$ cat config.mk
export PLATFORM = sky130hd
export DESIGN_NAME = ebac_ram
export DESIGN_NICKNAME = d
export VERILOG_FILES = /design/src/rtl/eight_bit_accumulator_cpu_core_defines.svh /design/src/rtl/ebac_ram.sv
export SDC_FILE = /design/constraint.sdc
export NUM_CORES = 2
export LEC_CHECK = 0
export ABC_AREA = 1
export BUFFER_PORTS_ARGS = -buffer_cell sky130_fd_sc_hd__buf_2
export CORE_ASPECT_RATIO = 1.2
export CORE_MARGIN = 2
export CORE_UTILIZATION = 35
export CTS_CLUSTER_DIAMETER = 120
export DETAILED_ROUTE_END_ITERATION = 8
export GPL_TIMING_DRIVEN = 0
export SLEW_MARGIN = 0
export SYNTH_ARGS = -nofsm -noshare
export SYNTH_HDL_FRONTEND = slang
export SYNTH_SLANG_ARGS = --single-unit
export TNS_END_PERCENT = 1
$ cat constraint.sdc
create_clock -name clk -period 6.7 [get_ports clk]
set_clock_uncertainty 0.15 [all_clocks]
set_input_delay 1.34 -clock clk [delete_from_list [all_inputs] [get_ports clk]]
set_output_delay 1.34 -clock clk [all_outputs]
set_load 0.01 [all_outputs]
$ cat src/rtl/eight_bit_accumulator_cpu_core_defines.svh
// ---------------------------------------------------------------------------
// Eight-bit accumulator core assertion macros
// Shared property wrappers for the core's concurrent checks.
// ---------------------------------------------------------------------------
`ifndef EIGHT_BIT_ACCUMULATOR_CPU_CORE_DEFINES_SVH
`define EIGHT_BIT_ACCUMULATOR_CPU_CORE_DEFINES_SVH

// same-cycle implication
`define EBAC_ASSERT_NOW(label, ante, cons) \
    label: assert property (@(posedge clk) disable iff (!rst_n) (ante) |-> (cons)) \
        else $error("ebac assertion failed");

// next-cycle implication
`define EBAC_ASSERT_NEXT(label, ante, cons) \
    label: assert property (@(posedge clk) disable iff (!rst_n) (ante) |=> (cons)) \
        else $error("ebac assertion failed");

`endif

$ cat src/rtl/ebac_ram.sv
// ---------------------------------------------------------------------------
// Generic single-port RAM
// One access per cycle, registered read data.
// ---------------------------------------------------------------------------
module ebac_ram #(
    parameter int WIDTH = 8,
    parameter int DEPTH = 256
) (
    input  logic                     clk,
    input  logic                     en,
    input  logic                     we,
    input  logic [$clog2(DEPTH)-1:0] addr,
    input  logic [WIDTH-1:0]         wdata,
    output logic [WIDTH-1:0]         rdata
);

    logic [WIDTH-1:0] mem [DEPTH];

    always_ff @(posedge clk)
    begin
        if (en)
        begin
            if (we)
            begin
                mem[addr] <= wdata;
            end
            else
            begin
                rdata <= mem[addr];
            end
        end
    end

endmodule

==> summary.txt <==
Synthesis
  – Mean Syn Cell Area: 10.7 um^2
  – Mapped Cells: 7960
  – Mapped Nets: 7979
  – Sequential area share after synthesis: 0.728
  – Mapped Area: 0.0848 mm^2
  – Number of distinct library cells after synthesis: 14
  – Seq cells post-synth: 2056
  – Synth warnings: 0

Clock network
  – Reg clk slew, reported paths: 60 ps
  – Clock Latency Late Sink: 870 ps
  – Worst-case clock buffer depth: 4
  – Sink Count: 2056
  – CTS tree: done
  – Post CTS Setup Buffer Count: 0
  – Post-CTS sizing: 0
  – H-tree depth: 4
  – Root Buffer: clkbuf_16
  – Hold buffers post-CTS: 0
  – CTS buffer count: 199

STA
  – Final period util: 0.842
  – Pins Over Slew Limit: 20
  – Final setup vio count: 0
  – Rel. slew slack: -0.0115
  – Slew @ Worst Pin: 1510 ps
  – Final Hold Viols: 0
  – RSZ-0062 raised after global routing: false
  – Min cycle time layout: 5640 ps
  – Fmax: 177 MHz

Pwr
  – Switching share of power: 0.230
  – Net switching power: 6.24 mW
  – PwrDens: 283 mW/mm^2
  – Clock Power Share: 0.414
  – Leak: 37.5 nW
  – Comb pwr share: 0.064
  – P_int: 20.9 mW
  – VDD IR max: 0.000219 V
  – Flop pwr share: 0.522
  – Total power: 27.2 mW

Drt
  – Drt pass-1 iters: 6
  – Vias: 58234
  – Post-route DRC: 0
  – DR WL/cell: 23.3 um
  – Metal2 WL: 128 mm
  – DR top layer: met5
  – Antenna Nets Post-Route: 0
  – 1st-iter DRT viols: 6548
  – Via density: 5.03
  – Met3 wire length: 22.3 mm
  – Drt total wl: 270 mm
  – Routed met1 length: 102 mm

Flow run
  – Max-cap viol count: 3

GRT
  – Initial antenna violation count: 21
  – Largest net degree at the start of global routing: 117
  – Global-route wire length before repair: 383 mm
  – GR Util All Layers: 0.215
  – Vias in the first global route: 56062
  – Grt total ovfl: 0

Min path
  – Worst Hold Class: in2reg

Setup path
  – CP Class: in2reg
  – Arrival time at the worst endpoint: 5960 ps
  – Worst-path fanout max: 10
  – CP Capture Type: flip-flop
  – CP Data Required Time: 7020 ps
  – Startpoint types: input port
  – Slack of the worst reg-to-reg path: 3850 ps

Placed design
  – PortBufs: 24
  – Placed inst area: 0.0897 mm^2
  – Dpl hpwl: 184 mm
  – Placer congestion estimate: 0.949

Outcome
  – Status: finished, violations left
  – Failing checks: capacitance limit, slew limit

Floorplan
  – I/O pin cnt: 27
  – Initial Util: 0.351
  – Core box area: 0.242 mm^2
  – Site Rows: 198
  – Die Ht: 543 um
  – Die area: 0.246 mm^2
  – Chip Width: 453 um

Cells and area
  – Commonest non-fill, non-tap cell in the layout: nand2_1
  – Fin nets: 8230
  – Share of layout cells above drive strength 1: 0.0690
  – Area added between synthesis and finish: 13.3%
  – Post-route cell area: 0.0961 mm^2
  – Most frequent cells in the layout: nand2_1, edfxtp_1, nor2_1
## critical path: stages
cell      delay [ps]
buf_4            270
inv_2            100
nor2_1           520
buf_2            550
buf_2            300
nand3_1         1080
clkbuf_2         910
nor2_1           820
## per-stage QoR
stage / TNS, ps / hold slack (ps) / utilization / setup slack [ps] / instances
3_3_place_gp: -822210 / 1110 / 0.368 / -1140 / 11184
5_1_grt: 0 / 760 / 0.397 / 1270 / 11570
2_1_floorplan: 0 / 708 / - / 3290 / 7960
3_5_place_dp: 0 / 1100 / 0.371 / 507 / 11210
6_report: 0 / 757 / 0.398 / 1060 / 11578
4_1_cts: 0 / 742 / 0.397 / 1380 / 11565
## power by group through the flow
stage          combinational [mW]  sequential (mW)  clock (mW)
3_3_place_gp                 1.65             14.5           0
6_report                     1.74             14.2        11.3
4_1_cts                      1.71             14.2        11.3
5_1_grt                      1.85             14.2        11.8
2_1_floorplan               0.803             14.4           0
3_5_place_dp                 1.71             14.4           0
## path summary, 6_finish.rpt
kind                           end                  start  cells after the start
max          mem[206][6]$_DFFE_PP_                addr[1]                      8
min          mem[122][7]$_DFFE_PP_               wdata[7]                      1
max reg2reg     rdata[5]$_DFFE_PP_  mem[223][5]$_DFFE_PP_                     12
min reg2reg     rdata[3]$_DFFE_PP_   mem[79][3]$_DFFE_PP_                     10
## sequential cells by signal, summed over array words and instances (netlist names)
| name | count |
|---|---|
| mem | 2048 |
| rdata | 8 |
## Yosys cell counts
master / n / share of area
inv_1: 11 / 0.00049
nand3_1: 256 / 0.015
clkinv_1: 2 / 0.000089
edfxtp_1: 2056 / 0.73
buf_2: 214 / 0.013
nand4_1: 40 / 0.0029
buf_1: 35 / 0.0015
clkbuf_1: 161 / 0.0071
inv_2: 3 / 0.00013
nand2_1: 4695 / 0.21
nor2_1: 345 / 0.015
buf_6: 9 / 0.0012
buf_4: 5 / 0.00044
o21ai_1: 128 / 0.0076
## layer usage
| layer | vias up | track usage |
|---|---|---|
| li1 | 26792 | - |
| met1 | 28181 | 0.263 |
| met2 | 2615 | 0.356 |
| met3 | 636 | 0.0368 |
| met4 | 10 | 0.127 |
| met5 | - | 0 |
## kinds of logic (layout without fill, tap and decap cells)
| group | Yosys count | count (layout) | synth area share |
|---|---|---|---|
| compound gates | 128 | 128 | 0.00755 |
| buf+inv | 440 | 845 | 0.0236 |
| flops | 2056 | 2056 | 0.728 |
| other cells | 0 | 13 | 0 |
| simple gates | 5336 | 5336 | 0.241 |
## layout make-up
cell class	count	area, um^2
Tap cell	3200	4000
Clock buffer	234	5130
Antenna cell	13	32.5
Multi-Input combinational cell	5464	21100
Timing Repair Buffer	50	845
Fill cell	23101	146000
Inverter	16	60.1
Buffer	424	1970
Clock inverter	121	1240
Sequential cell	2056	61700
(Power assumes the default switching activity.)
