### src/rtl/eight_bit_accumulator_cpu_core_defines.svh
// ---------------------------------------------------------------------------
// Eight-bit accumulator core assertion macros
// Shared property wrappers for the core's concurrent checks.
// ---------------------------------------------------------------------------
`ifndef EIGHT_BIT_ACCUMULATOR_CPU_CORE_DEFINES_SVH
`define EIGHT_BIT_ACCUMULATOR_CPU_CORE_DEFINES_SVH

// same-cycle implication
`define EBAC_ASSERT_NOW(label, ante, cons) \
    label: assert property (@(posedge clk) disable iff (!rst_n) (ante) |-> (cons)) \
        else $error("ebac assertion failed");

// next-cycle implication
`define EBAC_ASSERT_NEXT(label, ante, cons) \
    label: assert property (@(posedge clk) disable iff (!rst_n) (ante) |=> (cons)) \
        else $error("ebac assertion failed");

`endif

### src/rtl/ebac_pkg.sv
// ---------------------------------------------------------------------------
// Eight-bit accumulator core package
// Payload types, memory sizing and arithmetic helpers.
// ---------------------------------------------------------------------------
package ebac_pkg;

    localparam int MEM_BYTES = 65536;
    localparam int MEM_AW    = $clog2(MEM_BYTES);
    localparam int Q_DEPTH   = 2;

    localparam logic       FUNC_STEP = 1'b0;
    localparam logic       FUNC_LOAD = 1'b1;
    localparam logic       RC_OK     = 1'b0;
    localparam logic       RC_HALT   = 1'b1;

    typedef struct packed {
        logic        func;
        logic [15:0] load_address;
        logic [7:0]  load_data;
    } req_t;

    typedef struct packed {
        logic        result_code;
        logic [7:0]  acc_value;
        logic [7:0]  ext_value;
        logic [7:0]  status_value;
        logic [15:0] pointer_zero;
        logic [15:0] pointer_one;
        logic [15:0] pointer_two;
        logic [15:0] pointer_three;
        logic [31:0] tick_total;
    } rsp_t;

    typedef struct packed {
        logic        is_load;
        logic [15:0] addr;
        logic [7:0]  data;
    } q_t;

    function automatic logic [15:0] page_add(input logic [15:0] base,
                                             input logic [11:0] delta);
        page_add = {base[15:12], base[11:0] + delta};
    endfunction

    function automatic logic in_range(input logic [15:0] a);
        in_range = ({1'b0, a} < 17'(MEM_BYTES));
    endfunction

    // {carry, overflow, sum}
    function automatic logic [9:0] add_bin(input logic [7:0] a, input logic [7:0] b,
                                           input logic cin);
        logic [8:0] s;
        s = {1'b0, a} + {1'b0, b} + {8'd0, cin};
        add_bin = {s[8], (a[7] ^ s[7]) & (b[7] ^ s[7]), s[7:0]};
    endfunction

    // {carry, sum}
    function automatic logic [8:0] add_bcd(input logic [7:0] a, input logic [7:0] b,
                                           input logic cin);
        logic [4:0] lo;
        logic [4:0] hi;
        logic       cy;
        lo = {1'b0, a[3:0]} + {1'b0, b[3:0]} + {4'd0, cin};
        hi = {1'b0, a[7:4]} + {1'b0, b[7:4]};
        cy = 1'b0;
        if (lo > 5'd9) begin
            lo = lo - 5'd10;
            hi = hi + 5'd1;
        end
        if (hi > 5'd9) begin
            hi = hi - 5'd10;
            cy = 1'b1;
        end
        add_bcd = {cy, hi[3:0], lo[3:0]};
    endfunction

endpackage

### src/rtl/ebac_front.sv
// ---------------------------------------------------------------------------
// Eight-bit accumulator core front end
// Accepts request words, tags loads and steps, queues them for the back end.
// ---------------------------------------------------------------------------
`include "eight_bit_accumulator_cpu_core_defines.svh"

module ebac_front (
    input  logic            clk,
    input  logic            rst_n,
    input  logic            req_valid,
    output logic            req_ready,
    input  ebac_pkg::req_t  req,
    input  logic            busy,
    output logic            q_valid,
    output ebac_pkg::q_t    q_word,
    input  logic            q_pop
);

    localparam int CW = $clog2(ebac_pkg::Q_DEPTH + 1);
    localparam int PW = $clog2(ebac_pkg::Q_DEPTH);

    ebac_pkg::q_t   entry_reg [ebac_pkg::Q_DEPTH];
    logic [CW-1:0]  count_reg, count_next;
    logic [PW-1:0]  wr_ptr_reg, rd_ptr_reg;
    logic           push;

    assign req_ready  = (count_reg != CW'(ebac_pkg::Q_DEPTH)) && !busy;
    assign push       = req_valid && req_ready;
    assign q_valid    = (count_reg != '0);
    assign q_word     = entry_reg[rd_ptr_reg];
    assign count_next = count_reg + CW'(push) - CW'(q_pop && q_valid);

    always_ff @(posedge clk or negedge rst_n)
    begin
        if (!rst_n)
        begin
            count_reg  <= '0;
            wr_ptr_reg <= '0;
            rd_ptr_reg <= '0;
        end
        else
        begin
            count_reg <= count_next;
            if (push)
            begin
                wr_ptr_reg <= PW'((32'(wr_ptr_reg) + 1) % ebac_pkg::Q_DEPTH);
            end
            if (q_pop && q_valid)
            begin
                rd_ptr_reg <= PW'((32'(rd_ptr_reg) + 1) % ebac_pkg::Q_DEPTH);
            end
        end
    end

    always_ff @(posedge clk)
    begin
        if (push)
        begin
            entry_reg[wr_ptr_reg].is_load <= (req.func == ebac_pkg::FUNC_LOAD);
            entry_reg[wr_ptr_reg].addr    <= req.load_address;
            entry_reg[wr_ptr_reg].data    <= req.load_data;
        end
    end

    `EBAC_ASSERT_NOW(a_no_push_full, count_reg == CW'(ebac_pkg::Q_DEPTH), !push)
    `EBAC_ASSERT_NOW(a_count_bound, 1'b1, count_reg <= CW'(ebac_pkg::Q_DEPTH))
    `EBAC_ASSERT_NOW(a_no_push_busy, busy, !push)

endmodule

### config.mk
export PLATFORM = sky130hd
export DESIGN_NAME = ebac_front
export DESIGN_NICKNAME = d
export VERILOG_FILES = /design/src/rtl/ebac_pkg.sv /design/src/rtl/ebac_front.sv
export VERILOG_INCLUDE_DIRS = /design/src /design/src/rtl
export SDC_FILE = /design/constraint.sdc
export NUM_CORES = 1
export LEC_CHECK = 0
export BUFFER_PORTS_ARGS = -buffer_cell sky130_fd_sc_hd__buf_2
export CELL_PAD_IN_SITES_DETAIL_PLACEMENT = 1
export CELL_PAD_IN_SITES_GLOBAL_PLACEMENT = 1
export CORE_ASPECT_RATIO = 1.25
export CORE_MARGIN = 2
export CORE_UTILIZATION = 40
export CTS_CLUSTER_SIZE = 25
export DETAILED_ROUTE_END_ITERATION = 8
export MAX_ROUTING_LAYER = met4
export PLACE_DENSITY = 0.82
export SYNTH_ARGS = -nofsm -noshare
export SYNTH_HDL_FRONTEND = slang
export SYNTH_SLANG_ARGS = --single-unit
### constraint.sdc
create_clock -name clk -period 2.8 [get_ports clk]
set_input_delay 0 -clock clk [delete_from_list [all_inputs] [get_ports clk]]
set_output_delay 0 -clock clk [all_outputs]
set_load 0.01 [all_outputs]
==> flow_metrics.py, run 1 <==
metrics = {
    "run_status": {
        "status": "complete, no violations",
    },
    "die": {
        "io-pin-count": 57,
        "placement_rows": 29,
        "core-area_um2": 4970,
        "die_area_um2": 5670,
        "die_x_um": 67.8,
        "initial_utilization": 0.409,
        "fp.dieH_um": 83.7,
    },
    "placement": {
        "placedCellCount": 218,
        "dpl_cell_area_um2": 2400,
        "gp_congestion": 0.631,
        "io_buffers": 56,
        "hpwlAfterDp_um": 2700,
    },
    "synth": {
        "synth_area_leaders": "edfxtp_1, mux2_2, dfrtp_1",
        "yosysSeqAreaShare": 0.788,
        "ys_types": 14,
        "yosysTopAreaCell": "edfxtp_1",
        "syn_nets": 130,
        "synth_top_area_frac": 0.739,
        "ys_ff_latch": 54,
        "synth_cells": 98,
        "synth_area_um2": 2030,
        "yosysWarnings": 0,
        "avgSynthCellArea_um2": 20.7,
    },
    "sta": {
        "rsz0062_at_grt": "no",
        "final_max_slew_viol_count": 0,
        "clock.fmax_mhz": 537,
        "totalNegativeSetupSlack_ps": 0,
        "worst_pin_slew_ps": 570,
        "timing.final.crit_share": 0.665,
        "setup_violations": 0,
        "holdWs_ps": 17.3,
        "relSlewSlack": 0.620,
        "final_hold_viol_count": 0,
        "post-route-min-period_ps": 1860,
        "fin_skew_ps": 6.21,
    },
    "clock_tree": {
        "clk_pin_slew_ps": 90,
        "insertion_delay_ps": 300,
        "cts_resized": 0,
        "cts_setup_buffers": 0,
        "hold_buffers": 26,
        "cts_tree": "built",
        "ctsRootBufferMaster": "clkbuf_8",
        "cts_sinks": 54,
        "clockBufferDepth": 2,
        "htree_levels": 2,
        "cts_inserted_buffers": 5,
    },
    "pwr": {
        "power.leakage_nw": 1.07,
        "ir_drop_mv": 0.423,
        "power.density_nw_per_um2": 797,
    },
    "grt": {
        "grt_pass1_vias": 1367,
        "grt_pass1_wl_um": 6420,
        "antenna_found_initial": 0,
        "grt_overflow": 0,
        "grt_max_degree": 17,
        "grt_use_total": 0.163,
    },
    "setup_path": {
        "worstPathMaxFanout": 14,
        "worst_setup_path_end_kind": "output port",
        "worst-r2r-setup-slack_ps": 1020,
        "reg2reg_from": "count_reg[1]",
        "r2r-end": "count_reg[1]",
        "crit_path_end": "q_word[4]",
        "crit_path_start": "rd_ptr_reg",
        "cp.arrival_ps": 1860,
        "r2r_cells": 7,
        "critPathKind": "reg2out",
        "cp.required_ps": 2800,
        "startpoint_type": "flop",
    },
    "hold_path": {
        "holdCritPathClass": "in2reg",
    },
    "final_layout": {
        "antenna_cells": 0,
        "final_common_cell": "buf_2",
        "largest_reg_flops": 50,
        "nets": 221,
        "fin_cells": 252,
        "final_layout_size_suffix_gt1_frac": 0.505,
        "synthToLayoutAreaGrowth_pct": 35.1,
        "final_cell_mix": "buf_2, edfxtp_1, dlygate4sd3_1, mux2_2",
        "final_area_um2": 2750,
        "finalCoreUtilization": 0.552,
    },
    "detailed_routing": {
        "vias": 1173,
        "route.detailed.drc": 0,
        "drtPass1Iterations": 4,
        "wl_um": 3930,
        "ant_nets": 0,
        "wire_per_inst_um": 15.6,
        "drt-initial-drc-count": 26,
        "vias_per_cell": 4.65,
    },
    "flow_run": {
        "drv_cap": 0,
    },
}
power by group:
part	internal [W]	total [W]	switching (W)
logic	0.000358	0.000678	0.000320
registers	0.00101	0.00109	0.0000785
clock network	0.000177	0.000417	0.000240
total	0.00155	0.00219	0.000638
stage by stage:
stage	setup slack, ps	total power (W)
global placement	1170	0.00173
CTS	881	0.00222
finish	938	0.00219
detailed placement	1040	0.00178
floorplan	583	0.00155
global route	810	0.00231
synthesized netlist by cell type:
master and count:
xnor2_1 3, edfxtp_1 50, ha_1 2, or2_1 1, a21oi_1 1, nor2_1 2, a211o_1 1, and2_4 1
buf_6 3, xor2_1 1, inv_1 4, mux2_2 24, mux2_4 1, dfrtp_1 4
routing by layer:
metal / track usage / routed length (um) / share of wire / vias up
met1: 0.159 / 1360 / 0.35 / 584
met5: - / 0 / 0 / -
met3: 0.0297 / 131 / 0.033 / 6
li1: - / - / - / 549
met2: 0.299 / 2360 / 0.60 / 34
met4: 0.0705 / 80 / 0.020 / 0
worst min path at each step:
stage,startpoint,endpoint,slack [ps],depth (start not counted)
floorplan,rst_n,count_reg[0],-300,0
finish,q_pop,rd_ptr_reg,20,3
global route,q_pop,rd_ptr_reg,20,3
detailed placement,rst_n,count_reg[0],-190,1
global placement,rst_n,count_reg[0],-190,1
CTS,rst_n,rd_ptr_reg,10,2
area by class of cell:
| cell class | count | area, um^2 |
|---|---|---|
| Fill cell | 483 | 2230 |
| Sequential cell | 54 | 1600 |
| Timing Repair Buffer | 87 | 578 |
| Multi-Input combinational cell | 37 | 387 |
| Tap cell | 62 | 77.6 |
| Clock buffer | 6 | 72.6 |
| Inverter | 4 | 15.0 |
| Clock inverter | 2 | 13.8 |
worst max-delay path: stages (launching register included):
cell,delay (ps)
dfrtp_1,710
buf_4,340
mux2_2,360
buf_2,150
kinds of logic (layout without fill, tap and decap cells):
logic type,Yosys count,in the layout,share of synthesized area
multiplexers,25,25,0.140
buffers and inverters,7,99,0.0240
AND/OR/NAND/NOR,4,4,0.0111
adder cells (fa/ha/maj),2,2,0.0123
flip-flops,54,54,0.788
AO/OA/AOI/OAI,2,2,0.00677
XOR/XNOR,4,4,0.0172
Note: power is estimated with default switching activity, not from simulation.
==> run 2: changes to the inputs <==
Clock period 2.8 ns to 1.85 ns, I/O delays scaled along.
==> flow_metrics.py, run 2 (synthesis results as in run 1) <==
metrics = {
    "run_status": {
        "status": "complete, no violations",
    },
    "die": {
        "die_x_um": 67.8,
        "core-area_um2": 4970,
        "die_area_um2": 5670,
        "initial_utilization": 0.409,
        "fp.dieH_um": 83.7,
        "io-pin-count": 57,
        "placement_rows": 29,
    },
    "final_layout": {
        "synthToLayoutAreaGrowth_pct": 37.3,
        "antenna_cells": 0,
        "final_common_cell": "buf_2",
        "final_layout_size_suffix_gt1_frac": 0.510,
        "final_cell_mix": "buf_2, edfxtp_1, dlygate4sd3_1, mux2_2, buf_4",
        "fin_cells": 254,
        "largest_reg_flops": 50,
        "fillCellCount": 479,
        "nets": 223,
    },
    "setup_path": {
        "worstPathMaxFanout": 4,
        "r2r-end": "count_reg[1]",
        "cp.arrival_ps": 1970,
        "r2r_cells": 7,
        "startpoint_type": "flop",
        "critPathKind": "reg2reg",
        "worst_setup_path_end_kind": "flop",
        "cp.required_ps": 2070,
        "reg2reg_from": "count_reg[0]",
        "worst-r2r-setup-slack_ps": 100,
    },
    "detailed_routing": {
        "vias": 1183,
        "wire_per_inst_um": 16.1,
        "wl_um": 4090,
        "vias_per_cell": 4.66,
        "ant_nets": 0,
        "drtPass1Iterations": 4,
        "route.detailed.drc": 0,
        "drt-initial-drc-count": 33,
    },
    "sta": {
        "post-route-min-period_ps": 1750,
        "worst_pin_slew_ps": 199,
        "holdWs_ps": 31.9,
        "setup_violations": 0,
        "clock.fmax_mhz": 572,
        "final_max_slew_viol_count": 0,
        "relSlewSlack": 0.866,
        "timing.final.crit_share": 0.946,
        "rsz0062_at_grt": "no",
        "fin_skew_ps": 10.5,
        "totalNegativeSetupSlack_ps": 0,
        "final_hold_viol_count": 0,
    },
    "clock_tree": {
        "cts_tree": "built",
        "insertion_delay_ps": 300,
        "clockBufferDepth": 2,
        "cts_setup_buffers": 0,
        "clk_pin_slew_ps": 80,
        "htree_levels": 2,
        "cts_inserted_buffers": 5,
        "ctsRootBufferMaster": "clkbuf_8",
        "cts_resized": 0,
        "hold_buffers": 27,
        "cts_sinks": 54,
    },
    "placement": {
        "hpwlAfterDp_um": 2680,
        "gp_congestion": 0.634,
        "placedCellCount": 219,
        "io_buffers": 56,
    },
    "pwr": {
        "ir_drop_mv": 0.670,
        "power.leakage_nw": 1.09,
        "power.density_nw_per_um2": 1250,
    },
    "grt": {
        "antenna_found_initial": 0,
        "grt_overflow": 0,
        "grt_pass1_wl_um": 6550,
        "grt_pass1_vias": 1321,
        "grt_max_degree": 18,
        "grt_use_total": 0.167,
    },
    "flow_run": {
        "drv_cap": 0,
    },
    "hold_path": {
        "holdCritPathClass": "in2async",
    },
}
[run 2: cell count changes in the layout (fill, tap and decap cells not counted)]
cell	delta
buf_4	+1
inv_6	+1
clkbuf_1	-1
clkinv_4	-1
bufinv_16	+1
dlygate4sd3_1	+1
[run 2: worst max path at each step]
stage	depth (start not counted)	slack (ps)	start	end
final	7	100	count_reg[0]	count_reg[1]
after detailed placement	7	100	count_reg[0]	count_reg[1]
after CTS	7	70	count_reg[0]	count_reg[1]
after global routing	7	7	count_reg[0]	count_reg[1]
after floorplan	3	-370	count_reg[0]	entry_reg[1][0]
after global placement	7	220	count_reg[1]	count_reg[1]
[run 2: worst max-delay path, stage by stage (launching register included)]
cell     delay (ps)
dfrtp_1         380
inv_1            70
a211o_1         370
ha_1            300
inv_1            40
ha_1            180
xnor2_1         190
xnor2_1         150
[run 2: layout make-up]
type                       instances  area (um^2)  area share
clock buffer                       5         68.8      0.0247
clock inverter                     3         43.8      0.0157
inverter                           4         15.0     0.00538
multi-input combinational         37          387       0.139
sequential                        54         1600       0.574
tap                               62         77.6      0.0278
timing repair buffer              89          596       0.214
[run 2: power by group]
part | switching [W] | internal, W
Sequential | 0.0000680 | 0.00154
Combinational | 0.000539 | 0.000555
Clock | 0.000380 | 0.000406
Total | 0.000987 | 0.00250
[run 2: per-layer routing]
layer / vias to the layer above / wire length (um) / global-route usage
li1: 558 / - / -
met1: 592 / 1470 / 0.163
met2: 31 / 2460 / 0.309
met3: 2 / 131 / 0.0391
met4: 0 / 23 / 0.0557
met5: - / 0 / -
[run 2: stage by stage]
| step | utilization | setup WS, ps | instance area [um^2] | power [W] |
|---|---|---|---|---|
| 6_report | 0.561 | 100 | 2790 | 0.00348 |
| 5_1_grt | 0.561 | 6.62 | 2790 | 0.00366 |
| 4_1_cts | 0.561 | 67.0 | 2790 | 0.00353 |
| 3_5_place_dp | 0.484 | 101 | 2410 | 0.00270 |
| 3_3_place_gp | 0.484 | 216 | 2410 | 0.00263 |
| 2_1_floorplan | - | -367 | 2030 | 0.00234 |
